--- src/hw/rtl/cpd_pkg.sv ---
// shared types and codes for the checksummed packet deframer
package cpd_pkg;

    // deframer phase, one-hot
    typedef enum logic [3:0] {
        ST_HUNT1   = 4'b0001,
        ST_HUNT2   = 4'b0010,
        ST_HEADER  = 4'b0100,
        ST_PAYLOAD = 4'b1000
    } state_t;

    // configuration register indexes
    typedef enum logic [1:0] {
        CFG_SYNC_FIRST  = 2'd0,
        CFG_SYNC_SECOND = 2'd1,
        CFG_NODE_ID     = 2'd2,
        CFG_BCAST_ADDR  = 2'd3
    } cfg_index_t;

    // result kinds
    localparam logic KIND_PAYLOAD = 1'b0;
    localparam logic KIND_END     = 1'b1;

    // end of frame status codes
    localparam logic [1:0] STATUS_OK       = 2'd0;
    localparam logic [1:0] STATUS_BAD_SUM  = 2'd1;
    localparam logic [1:0] STATUS_ZERO_LEN = 2'd2;

    // header byte positions
    localparam logic [7:0] HDR_DEST_START = 8'd4;
    localparam logic [7:0] HDR_NUM_START  = 8'd8;
    localparam logic [7:0] HDR_SUM_START  = 8'd12;
    localparam logic [7:0] HDR_LEN_POS    = 8'd14;

    localparam logic [31:0] BCAST_RESET = 32'hFFFF_FFFF;

endpackage

--- src/hw/rtl/checksummed_packet_deframer.sv ---
// checksummed packet deframer top level
//
// Usage: one received byte enters per item on the input channel
// (in_valid/in_ready, rx_byte). The block hunts for the two-byte start
// marker, gathers the little-endian header (origin, destination, packet
// number, checksum, length) and then passes each payload byte out as a
// result item. The last payload byte comes out as an end of frame item
// carrying status, header fields and the address flags. A zero length
// byte gives an end of frame item with zero length status at once.
// Timing: a result appears on the output channel in the cycle after
// the byte that causes it is accepted. One byte per cycle is taken
// unless a result waits unaccepted; all work for a byte lies between
// the state registers and the result register, and the widest path
// is the four-operand 16-bit header sum on the length byte.
// Reset: clears the phase, the counter, the output valid and loads the
// configuration reset values (broadcast address all ones).
// Stall: while a result waits unaccepted, in_ready is low; it rises
// again in the cycle the receiver takes the result.
// Configuration: cfg_we with cfg_index and cfg_data writes a register,
// meant to be used while the block is idle.
module checksummed_packet_deframer (
    input  logic        clk,
    input  logic        rst_n,
    input  logic        in_valid,
    output logic        in_ready,
    input  logic [7:0]  rx_byte,
    output logic        out_valid,
    input  logic        out_ready,
    output logic        kind,
    output logic [7:0]  payload_byte,
    output logic [7:0]  byte_index,
    output logic [1:0]  status,
    output logic [31:0] frame_origin,
    output logic [31:0] frame_dest,
    output logic [31:0] frame_number,
    output logic [7:0]  payload_length,
    output logic        addressed_to_us,
    output logic        is_broadcast,
    output logic        from_self,
    input  logic        cfg_we,
    input  logic [1:0]  cfg_index,
    input  logic [31:0] cfg_data
);

    // configuration registers
    logic [7:0]  sync_first_reg;
    logic [7:0]  sync_second_reg;
    logic [31:0] node_id_reg;
    logic [31:0] bcast_reg;

    // frame state
    cpd_pkg::state_t state_reg, state_next;
    logic [7:0]  field_count_reg, field_count_next;
    logic [31:0] origin_reg, origin_next;
    logic [31:0] dest_reg, dest_next;
    logic [31:0] number_reg, number_next;
    logic [15:0] rx_sum_reg, rx_sum_next;
    logic [7:0]  length_reg, length_next;
    logic [15:0] run_sum_reg, run_sum_next;

    // result register
    logic        out_valid_reg, out_valid_next;
    logic        kind_reg, kind_next;
    logic [7:0]  pbyte_reg, pbyte_next;
    logic [7:0]  index_reg, index_next;
    logic [1:0]  status_reg, status_next;
    logic [31:0] origin_out_reg, origin_out_next;
    logic [31:0] dest_out_reg, dest_out_next;
    logic [31:0] number_out_reg, number_out_next;
    logic [7:0]  length_out_reg, length_out_next;
    logic        to_us_reg, to_us_next;
    logic        bcast_out_reg, bcast_out_next;
    logic        self_reg, self_next;

    logic        in_fire;
    logic        last_byte;
    logic [15:0] sum_with_byte;

    assign in_ready = !out_valid_reg || out_ready;
    assign in_fire  = in_valid && in_ready;

    assign sum_with_byte = run_sum_reg + {8'd0, rx_byte};
    assign last_byte = ({1'b0, field_count_reg} + 9'd1) >= {1'b0, length_reg};

    // configuration writes
    always_ff @(posedge clk or negedge rst_n)
    begin
        if (!rst_n)
        begin
            sync_first_reg  <= 8'd0;
            sync_second_reg <= 8'd0;
            node_id_reg     <= 32'd0;
            bcast_reg       <= cpd_pkg::BCAST_RESET;
        end
        else if (cfg_we)
        begin
            case (cfg_index)
                cpd_pkg::CFG_SYNC_FIRST:  sync_first_reg  <= cfg_data[7:0];
                cpd_pkg::CFG_SYNC_SECOND: sync_second_reg <= cfg_data[7:0];
                cpd_pkg::CFG_NODE_ID:     node_id_reg     <= cfg_data;
                cpd_pkg::CFG_BCAST_ADDR:  bcast_reg       <= cfg_data;
                default: ;
            endcase
        end
    end

    // per-byte deframing and result build
    always_comb
    begin
        state_next       = state_reg;
        field_count_next = field_count_reg;
        origin_next      = origin_reg;
        dest_next        = dest_reg;
        number_next      = number_reg;
        rx_sum_next      = rx_sum_reg;
        length_next      = length_reg;
        run_sum_next     = run_sum_reg;

        out_valid_next   = out_valid_reg && !out_ready;
        kind_next        = kind_reg;
        pbyte_next       = pbyte_reg;
        index_next       = index_reg;
        status_next      = status_reg;
        origin_out_next  = origin_out_reg;
        dest_out_next    = dest_out_reg;
        number_out_next  = number_out_reg;
        length_out_next  = length_out_reg;
        to_us_next       = to_us_reg;
        bcast_out_next   = bcast_out_reg;
        self_next        = self_reg;

        if (in_fire)
        begin
            case (state_reg)
                cpd_pkg::ST_HUNT1:
                begin
                    if (rx_byte == sync_first_reg)
                        state_next = cpd_pkg::ST_HUNT2;
                end
                cpd_pkg::ST_HUNT2:
                begin
                    if (rx_byte == sync_second_reg)
                    begin
                        state_next       = cpd_pkg::ST_HEADER;
                        field_count_next = 8'd0;
                    end
                    else if (rx_byte != sync_first_reg)
                    begin
                        state_next = cpd_pkg::ST_HUNT1;
                    end
                end
                cpd_pkg::ST_HEADER:
                begin
                    field_count_next = field_count_reg + 8'd1;
                    if (field_count_reg < cpd_pkg::HDR_DEST_START)
                        origin_next = {rx_byte, origin_reg[31:8]};
                    else if (field_count_reg < cpd_pkg::HDR_NUM_START)
                        dest_next = {rx_byte, dest_reg[31:8]};
                    else if (field_count_reg < cpd_pkg::HDR_SUM_START)
                        number_next = {rx_byte, number_reg[31:8]};
                    else if (field_count_reg < cpd_pkg::HDR_LEN_POS)
                        rx_sum_next = {rx_byte, rx_sum_reg[15:8]};
                    else
                    begin
                        // length byte: seed the sum with the header words
                        length_next      = rx_byte;
                        run_sum_next     = origin_reg[15:0] + dest_reg[15:0]
                                         + number_reg[15:0] + {8'd0, rx_byte};
                        field_count_next = 8'd0;
                        if (rx_byte == 8'd0)
                        begin
                            state_next      = cpd_pkg::ST_HUNT1;
                            out_valid_next  = 1'b1;
                            kind_next       = cpd_pkg::KIND_END;
                            pbyte_next      = 8'd0;
                            index_next      = 8'd0;
                            status_next     = cpd_pkg::STATUS_ZERO_LEN;
                            origin_out_next = origin_reg;
                            dest_out_next   = dest_reg;
                            number_out_next = number_reg;
                            length_out_next = 8'd0;
                            to_us_next      = dest_reg == node_id_reg;
                            bcast_out_next  = dest_reg == bcast_reg;
                            self_next       = origin_reg == node_id_reg;
                        end
                        else
                        begin
                            state_next = cpd_pkg::ST_PAYLOAD;
                        end
                    end
                end
                cpd_pkg::ST_PAYLOAD:
                begin
                    run_sum_next   = sum_with_byte;
                    out_valid_next = 1'b1;
                    pbyte_next     = rx_byte;
                    index_next     = field_count_reg;
                    if (last_byte)
                    begin
                        state_next       = cpd_pkg::ST_HUNT1;
                        field_count_next = 8'd0;
                        kind_next        = cpd_pkg::KIND_END;
                        status_next      = (sum_with_byte == rx_sum_reg) ?
                                           cpd_pkg::STATUS_OK : cpd_pkg::STATUS_BAD_SUM;
                        origin_out_next  = origin_reg;
                        dest_out_next    = dest_reg;
                        number_out_next  = number_reg;
                        length_out_next  = length_reg;
                        to_us_next       = dest_reg == node_id_reg;
                        bcast_out_next   = dest_reg == bcast_reg;
                        self_next        = origin_reg == node_id_reg;
                    end
                    else
                    begin
                        field_count_next = field_count_reg + 8'd1;
                        kind_next        = cpd_pkg::KIND_PAYLOAD;
                        status_next      = cpd_pkg::STATUS_OK;
                        origin_out_next  = 32'd0;
                        dest_out_next    = 32'd0;
                        number_out_next  = 32'd0;
                        length_out_next  = 8'd0;
                        to_us_next       = 1'b0;
                        bcast_out_next   = 1'b0;
                        self_next        = 1'b0;
                    end
                end
                default:
                begin
                    state_next = cpd_pkg::ST_HUNT1;
                end
            endcase
        end
    end

    // control state
    always_ff @(posedge clk or negedge rst_n)
    begin
        if (!rst_n)
        begin
            state_reg       <= cpd_pkg::ST_HUNT1;
            field_count_reg <= 8'd0;
            out_valid_reg   <= 1'b0;
        end
        else
        begin
            state_reg       <= state_next;
            field_count_reg <= field_count_next;
            out_valid_reg   <= out_valid_next;
        end
    end

    // header and result data
    always_ff @(posedge clk)
    begin
        origin_reg     <= origin_next;
        dest_reg       <= dest_next;
        number_reg     <= number_next;
        rx_sum_reg     <= rx_sum_next;
        length_reg     <= length_next;
        run_sum_reg    <= run_sum_next;
        kind_reg       <= kind_next;
        pbyte_reg      <= pbyte_next;
        index_reg      <= index_next;
        status_reg     <= status_next;
        origin_out_reg <= origin_out_next;
        dest_out_reg   <= dest_out_next;
        number_out_reg <= number_out_next;
        length_out_reg <= length_out_next;
        to_us_reg      <= to_us_next;
        bcast_out_reg  <= bcast_out_next;
        self_reg       <= self_next;
    end

    assign out_valid       = out_valid_reg;
    assign kind            = kind_reg;
    assign payload_byte    = pbyte_reg;
    assign byte_index      = index_reg;
    assign status          = status_reg;
    assign frame_origin    = origin_out_reg;
    assign frame_dest      = dest_out_reg;
    assign frame_number    = number_out_reg;
    assign payload_length  = length_out_reg;
    assign addressed_to_us = to_us_reg;
    assign is_broadcast    = bcast_out_reg;
    assign from_self       = self_reg;

    // payload items carry no status or header
    a_payload_clean: assert property (@(posedge clk) disable iff (!rst_n)
        out_valid && kind == cpd_pkg::KIND_PAYLOAD |->
            status == cpd_pkg::STATUS_OK && frame_dest == 32'd0 &&
            !addressed_to_us && !is_broadcast && !from_self)
        else $error("payload item with header data");

    // payload counter never reaches the length
    a_count_bound: assert property (@(posedge clk) disable iff (!rst_n)
        state_reg == cpd_pkg::ST_PAYLOAD |-> field_count_reg < length_reg)
        else $error("payload counter past frame length");

    // zero length status only with a zero length byte
    a_zero_len: assert property (@(posedge clk) disable iff (!rst_n)
        out_valid && kind == cpd_pkg::KIND_END &&
        status == cpd_pkg::STATUS_ZERO_LEN |-> payload_length == 8'd0)
        else $error("zero length status with nonzero length");

    // a byte taken while hunting for the first marker byte makes no result
    a_hunt_silent: assert property (@(posedge clk) disable iff (!rst_n)
        in_valid && in_ready && state_reg == cpd_pkg::ST_HUNT1 |=> !out_valid)
        else $error("result while hunting for marker");

endmodule

--- config.mk ---
export PLATFORM = sky130hd
export DESIGN_NAME = checksummed_packet_deframer
export DESIGN_NICKNAME = d
export VERILOG_FILES = /design/src/hw/rtl/cpd_pkg.sv /design/src/hw/rtl/checksummed_packet_deframer.sv
export SDC_FILE = /design/constraint.sdc
export NUM_CORES = 1
export LEC_CHECK = 0
export BUFFER_PORTS_ARGS = -buffer_cell sky130_fd_sc_hd__buf_2
export CAP_MARGIN = 5
export CORE_UTILIZATION = 42
export DETAILED_ROUTE_END_ITERATION = 12
export HOLD_SLACK_MARGIN = 0.06
export PLACE_DENSITY = 0.6
export SLEW_MARGIN = 25
export SYNTH_ARGS = -nofsm -noshare
export SYNTH_HDL_FRONTEND = slang
export SYNTH_SLANG_ARGS = --single-unit
--- constraint.sdc ---
create_clock -name clk -period 10.7 [get_ports clk]
set_input_delay 1.605 -clock clk [delete_from_list [all_inputs] [get_ports clk]]
set_output_delay 1.605 -clock clk [all_outputs]
set_load 0.02 [all_outputs]
==> results of run 1 <==
## worst max-delay path, stage by stage
cell and delay, ns:
buf_2 0.29, inv_1 0.14, fa_1 0.58, fa_1 0.41, inv_1 0.06, ha_1 0.16
inv_1 0.05, fa_1 0.39, nor2b_1 0.18, o2111ai_1 0.18, nand3_1 0.18, nand4_1 0.15
a311oi_1 0.33, or3_1 0.16, nand3_1 0.07
## through the flow
| step | total power [W] | hold WS [ns] |
|---|---|---|
| after floorplan | 0.00187 | 0.417 |
| after global placement | 0.00197 | 0.428 |
| after detailed placement | 0.00198 | 0.432 |
| after CTS | 0.00341 | 0.447 |
| after global routing | 0.00352 | 0.465 |
| final | 0.00339 | 0.442 |
## power breakdown
| group | total, W | internal, W | leakage [nW] | switching, W |
|---|---|---|---|---|
| registers | 0.00164 | 0.00156 | 3.44 | 0.0000782 |
| clock network | 0.00143 | 0.000877 | 0.673 | 0.000557 |
| logic | 0.000318 | 0.000148 | 3.47 | 0.000169 |
| total | 0.00339 | 0.00258 | 7.58 | 0.000804 |
## final cells by class
| cell class | instances | share of cell area [%] |
|---|---|---|
| multi-input cells | 732 | 29.9 |
| inverters | 91 | 1.78 |
| clock inverters | 20 | 1.35 |
| clock buffers | 53 | 5.73 |
| flip-flops and latches | 355 | 52.8 |
| diodes | 2 | 0.0258 |
| well taps | 518 | 3.34 |
| repair buffers | 187 | 5.01 |
## final timing paths
kind / from / to / slack, ns / cells past startpoint
setup / recovery: rx_byte[1] / run_sum_reg[15] / 6.03 / 15
hold / removal: number_reg[21] / number_reg[13] / 0.44 / 0
setup reg to reg: dest_reg[1] / run_sum_reg[15] / 7.00 / 14
hold reg to reg: number_reg[21] / number_reg[13] / 0.44 / 0
max in group asynchronous: rst_n / node_id_reg[18] / 8.47 / 2
min in group asynchronous: rst_n / node_id_reg[0] / 0.98 / 1
## synth_stat cells (all sizes together), types with 3 or more instances
cell / count / area, µm²
a211oi: 5 / 37.5
a21o: 4 / 30.0
a21oi: 29 / 153
a31o: 4 / 35.0
a31oi: 7 / 43.8
a41oi: 3 / 26.3
and2: 74 / 463
and3: 6 / 37.5
buf: 10 / 48.8
clkbuf: 22 / 82.6
dfrtp: 60 / 1500
dfstp: 33 / 867
edfxtp: 262 / 7870
fa: 24 / 480
ha: 39 / 488
inv: 91 / 342
mux2: 81 / 912
mux2i: 4 / 40.0
nand2: 32 / 120
nand2b: 4 / 25.0
nand3: 19 / 95.1
nand3b: 4 / 30.0
nand4: 12 / 75.1
nor2: 90 / 338
nor2b: 4 / 25.0
nor3: 18 / 95.1
nor3b: 4 / 30.0
nor4: 33 / 206
o2111ai: 5 / 43.8
o211ai: 8 / 60.1
o21a: 4 / 30.0
o21ai: 20 / 104
or3: 5 / 31.3
xnor2: 27 / 236
xor2: 133 / 1160
## cell families (layout without fill, tap and decap cells)
family	after synthesis	after routing
other cells	0	2
simple gates	313	313
buf+inv	123	351
compound gates	110	110
flops	355	355
fa+ha+maj	63	63
xor+xnor	161	161
mux	85	85
## metal layers
layer	vias to the layer above	routed length [µm]	part of all wire (%)	GRT usage (%)
li1	4717	-	-	-
met5	-	0	0	0
met3	65	1900	4.3	3.07
met4	0	1220	2.8	7.41
met2	277	22300	50	38.7
met1	5187	19000	43	30.1
## layout by cell type, fill, tap and decap left out, drive strengths merged, types with 39 or more instances in the layout
cell | netlist | final
edfxtp | 262 | 262
buf | 10 | 187
xor2 | 133 | 133
inv | 91 | 92
nor2 | 90 | 90
mux2 | 81 | 81
and2 | 74 | 74
dfrtp | 60 | 60
clkbuf | 22 | 53
ha | 39 | 39
==> metrics.txt, run 1 <==
status=finished clean; CTS Buf Count=40; startpoint types=input port; syn_nets=1320; wire length per cell=22.7 µm; H-tree Lvls=2; Slew @ Worst Pin=just over 0.9 ns; Non-Filler Instances=1958; DRT iter0 DRCs=about 750; core box area=0.0386 mm²; maxcap violations=0; area occupied by multi-input gates=around 0.0058 mm²; placed insts=approximately 1.9k; Overflow after GRT=0; Worst VDD drop=about 140 µV; simple logic cell fraction of the synthesized area=9.95%; crit path DAT=approximately 5.0 ns; die area=approximately 0.040 mm²; Post-CTS Setup Bufs=0; Rel. slew slack=39.3%; largest net degree at the start of global routing=68; number of flops mapped to enable cells by yosys=about 260; TritonCTS clock tree=built; crit path time final=4.67 ns; Port Buffers=174; clock skew=between 0.02 and 0.03 ns; storage element area=between 0.01 and 0.015 mm²; Most used DFF post-synth=edfxtp_1; antenna violations before repair=1; complex-gate fraction of the synthesized area=4.70%; io pins=between 150 and 200; first-pass GRT wire length=roughly 66 mm; clk_lat worst skew=0.55 ns; share of cells above drive strength 1=around a quarter; Syn. warnings=0; crit-path max FO=11; RSZ-0062 raised after global routing=false; Worst-path clk slew=0.06 ns; critical path type=in2reg; XOR/XNOR Fraction of Synth Area=under 10%; multiplexer share of the synthesized area=just under 6%; Layout Nets=about 1.5k; final worst setup slack=~6 ns; CTS Hold Bufs=0; clock sink count=355; number of fill cells in the layout=approximately 3.4k; via count=just over 10k; number of synthesized register bits=between 300 and 400; vias per inst=about 5.2; Synth cell types=68; WL final=around 44 mm; first drt pass iteration count=5; Final Cell Area=a little under 0.02 mm²; Mean Syn Cell Area=~14 µm²; CTS root buf=clkbuf_16; Post-Route Setup TNS=0 ns; fmax=roughly 210 MHz; largest family of logic cells by synthesized area=simple AND/OR/NAND/NOR gates; sequential area share after synthesis=a little over 60%; Fin. Hold Viols=0; antenna-violating nets left=0; cts repair resizes=0; Pleak=around 7.6 nW; post-place setup slack=between 5 and 6 ns; Finish-stage setup viols=0; crit end category=flop; Post-DP Area=0.0180 mm²; Adder-Cell Fraction of Synth Area=5.88%; vias in the first global route=around 10k; pwr dens=~170 mW/mm²; CTS Buffer Depth=3; Area growth, synth to finish=17.7%; post-layout util=approximately 50%; DR DRC count=0; Req. time, crit path=between 10 and 15 ns; dpl hpwl=between 30 and 40 mm; GR Util All Layers=between 20% and 30%; worst min path class=reg2reg; post-synthesis cell count=around 1.2k; Async SR Flop Fraction=26.2%; Die Width=200 µm; final RePlAce weighted congestion=between 0.9 and 1; Initial Util=between 40 and 50%; Tcrit/Tclk final=between 40% and 50%; Post-Syn Area=around 0.016 mm²; row count=just over 70; Die H=about 200 µm; count of pins over their slew limit=0
Note: power is estimated with default switching activity, not from simulation.
==> inputs of run 2 (changes only) <==
==> constraint.sdc (replaced) <==
create_clock -name clk -period 4.7 [get_ports clk]
set_input_delay 0.705 -clock clk [delete_from_list [all_inputs] [get_ports clk]]
set_output_delay 0.705 -clock clk [all_outputs]
set_load 0.02 [all_outputs]
==> metrics.txt, run 2 (synthesized netlist as in run 1, its figures left out) <==
status=finished clean; Worst-path clk slew=0.06 ns (about the same); Port Buffers=174 (unchanged); Die Width=200 µm (unchanged); combinational power share=9.8% (+0.4 points); critical path type=reg2reg; vias per inst=5.14 (-1.8%); cts repair resizes=0 (unchanged); Net Sw Frac=24.6% (+0.84 points); core box area=0.0386 mm² (unchanged); maxcap violations=0 (unchanged); Fin. Hold Viols=0 (unchanged); CTS root buf=clkbuf_16; vias in the first global route=10.2k (-1.8%); post-layout util=49.9% (-0.24 points); clock sink count=355 (unchanged); dpl hpwl=32.2 mm (+0.97%); Tcrit/Tclk final=79.5%; CTS Buffer Depth=3 (unchanged); Post-Route Setup TNS=0 ns (unchanged); TritonCTS clock tree=built; Area growth, synth to finish=17.1%; antenna-violating nets left=0 (unchanged); pwr dens=384 mW/mm² (+120%); Die H=200 µm (unchanged); Seq pwr share=50.3% (+2.0 points); GR Util All Layers=22.7% (-0.040 points); Non-Filler Instances=1963 (+0.26%); part of the power in the clock network=39.8% (-2.5 points); antenna violations before repair=2 (+1); Post-DP Area=0.0181 mm² (+0.39%); R2R depth=14 (unchanged); worst min path class=in2async; wire length per cell=22.6 µm (-0.23%); DRT iter0 DRCs=646 (-14%); commonest cells after routing, fill and taps aside=262 x edfxtp_1, 173 x buf_2, 133 x xor2_1; worst reg2reg path startpoint=dest_reg[1]; die area=0.0400 mm² (unchanged); final worst setup slack=0.965 ns (-5.06 ns); Inserted Diodes=0 (-2); internal power=0.00558 W (+120%); first-pass GRT wire length=64.7 mm (-1.5%); share of cells above drive strength 1=26.7% (+0.29 points); crit path time final=3.73 ns; final RePlAce weighted congestion=0.923 (-7.4%); Switch Pwr=0.00182 W (+130%); count of pins over their slew limit=0 (unchanged); Worst R2R Setup Slack=0.97 ns (-6.03 ns); via count=10.1k (-1.5%); fmax=268 MHz; Worst Setup SP=dest_reg[1]; Post-CTS Setup Bufs=0 (unchanged); WL final=44.4 mm (about the same); placed insts=1891 (+0.42%); startpoint types=flop; Initial Util=42.6% (unchanged); crit end category=flop; Finish-stage setup viols=0 (unchanged); Layout Nets=1524 (+0.46%); worst r2r dst=run_sum_reg[15]; CTS Hold Bufs=0 (unchanged); io pins=175 (unchanged); Worst Setup EP=run_sum_reg[15]; clk_lat worst skew=0.56 ns (about the same); crit path DAT=4.03 ns (-0.92 ns); DR DRC count=0 (unchanged); H-tree Lvls=2 (unchanged); Pleak=7.55 nW (-0.39%); commonest non-fill, non-tap cell in the layout=edfxtp_1; post-place setup slack=0.523 ns (-4.96 ns); largest net degree at the start of global routing=75 (+10%); Req. time, crit path=4.99 ns (-5.99 ns); clock skew=0.0176 ns (-0.0102 ns); Final Cell Area=0.0193 mm² (-0.48%); Slew @ Worst Pin=0.849 ns (-0.0626 ns); row count=72 (unchanged); RSZ-0062 raised after global routing=false; Rel. slew slack=43.4% (+4.2 points); Overflow after GRT=0 (unchanged); crit-path max FO=3 (-8); CTS Buf Count=39 (-2.5%); first drt pass iteration count=7 (+2); Worst VDD drop=251 µV (+74%)
-- run 2: changes by cell type in the layout (fill, tap and decap cells not counted), moves of 2 or more --
cell | previous run | this run
clkinv_2 | 5 | 10
diode_2 | 2 | 0
buf_4 | 14 | 20
bufinv_16 | 6 | 2
inv_6 | 1 | 3
clkbuf_16 | 41 | 39
clkbuf_1 | 8 | 10
-- run 2: layout make-up --
| type | instances | area [µm²] |
|---|---|---|
| clock buffers | 52 | 1050 |
| clock inverters | 20 | 155 |
| fillers | 3404 | 19400 |
| inverters | 91 | 342 |
| multi-input cells | 732 | 5800 |
| flip-flops and latches | 355 | 10200 |
| well taps | 518 | 648 |
| repair buffers | 195 | 1050 |
-- run 2: how the worst min path moves through the flow --
stage,startpoint,end,cells past startpoint
after floorplan,rst_n,field_count_reg[0],0
after global placement,number_reg[25],number_reg[17],0
after detailed placement,number_reg[23],number_reg[15],0
after CTS,rst_n,sync_second_reg[0],1
after global routing,rst_n,sync_second_reg[0],1
final,rst_n,sync_second_reg[0],1
-- run 2: power groups by stage --
| stage | clock (W) | combinational, W | sequential (W) |
|---|---|---|---|
| 6_report | 0.00295 | 0.000729 | 0.00373 |
| 5_1_grt | 0.00312 | 0.000813 | 0.00375 |
| 2_1_floorplan | 0 | 0.000528 | 0.00372 |
| 4_1_cts | 0.00302 | 0.000731 | 0.00373 |
| 3_5_place_dp | 0 | 0.000725 | 0.00379 |
| 3_3_place_gp | 0 | 0.000714 | 0.00378 |
-- run 2: per-layer routing --
metal  vias up  GRT usage (%)  share of wire [%]
li1       4718              -                  -
met1      5053           29.3                 43
met2       247           39.0                 51
met3        72           3.09                3.7
met4         2           8.48                2.9
met5         -              0              0.018
-- run 2: through the flow --
stage | power [W] | hold WS [ns]
after floorplan | 0.00425 | 0.409
after global placement | 0.00450 | 0.428
after detailed placement | 0.00451 | 0.427
after CTS | 0.00747 | 0.338
after global routing | 0.00768 | 0.223
final | 0.00740 | 0.196
-- run 2: critical path: stages, from the launching register on --
cell and delay, ns:
edfxtp_1 0.47, inv_1 0.17, fa_1 0.45, fa_1 0.45, inv_1 0.06, ha_1 0.16, inv_1 0.06, fa_1 0.39
nor2b_1 0.17, o2111ai_1 0.17, nand3_1 0.18, nand4_1 0.13, a311oi_1 0.36, or3_1 0.16, nand3_1 0.07
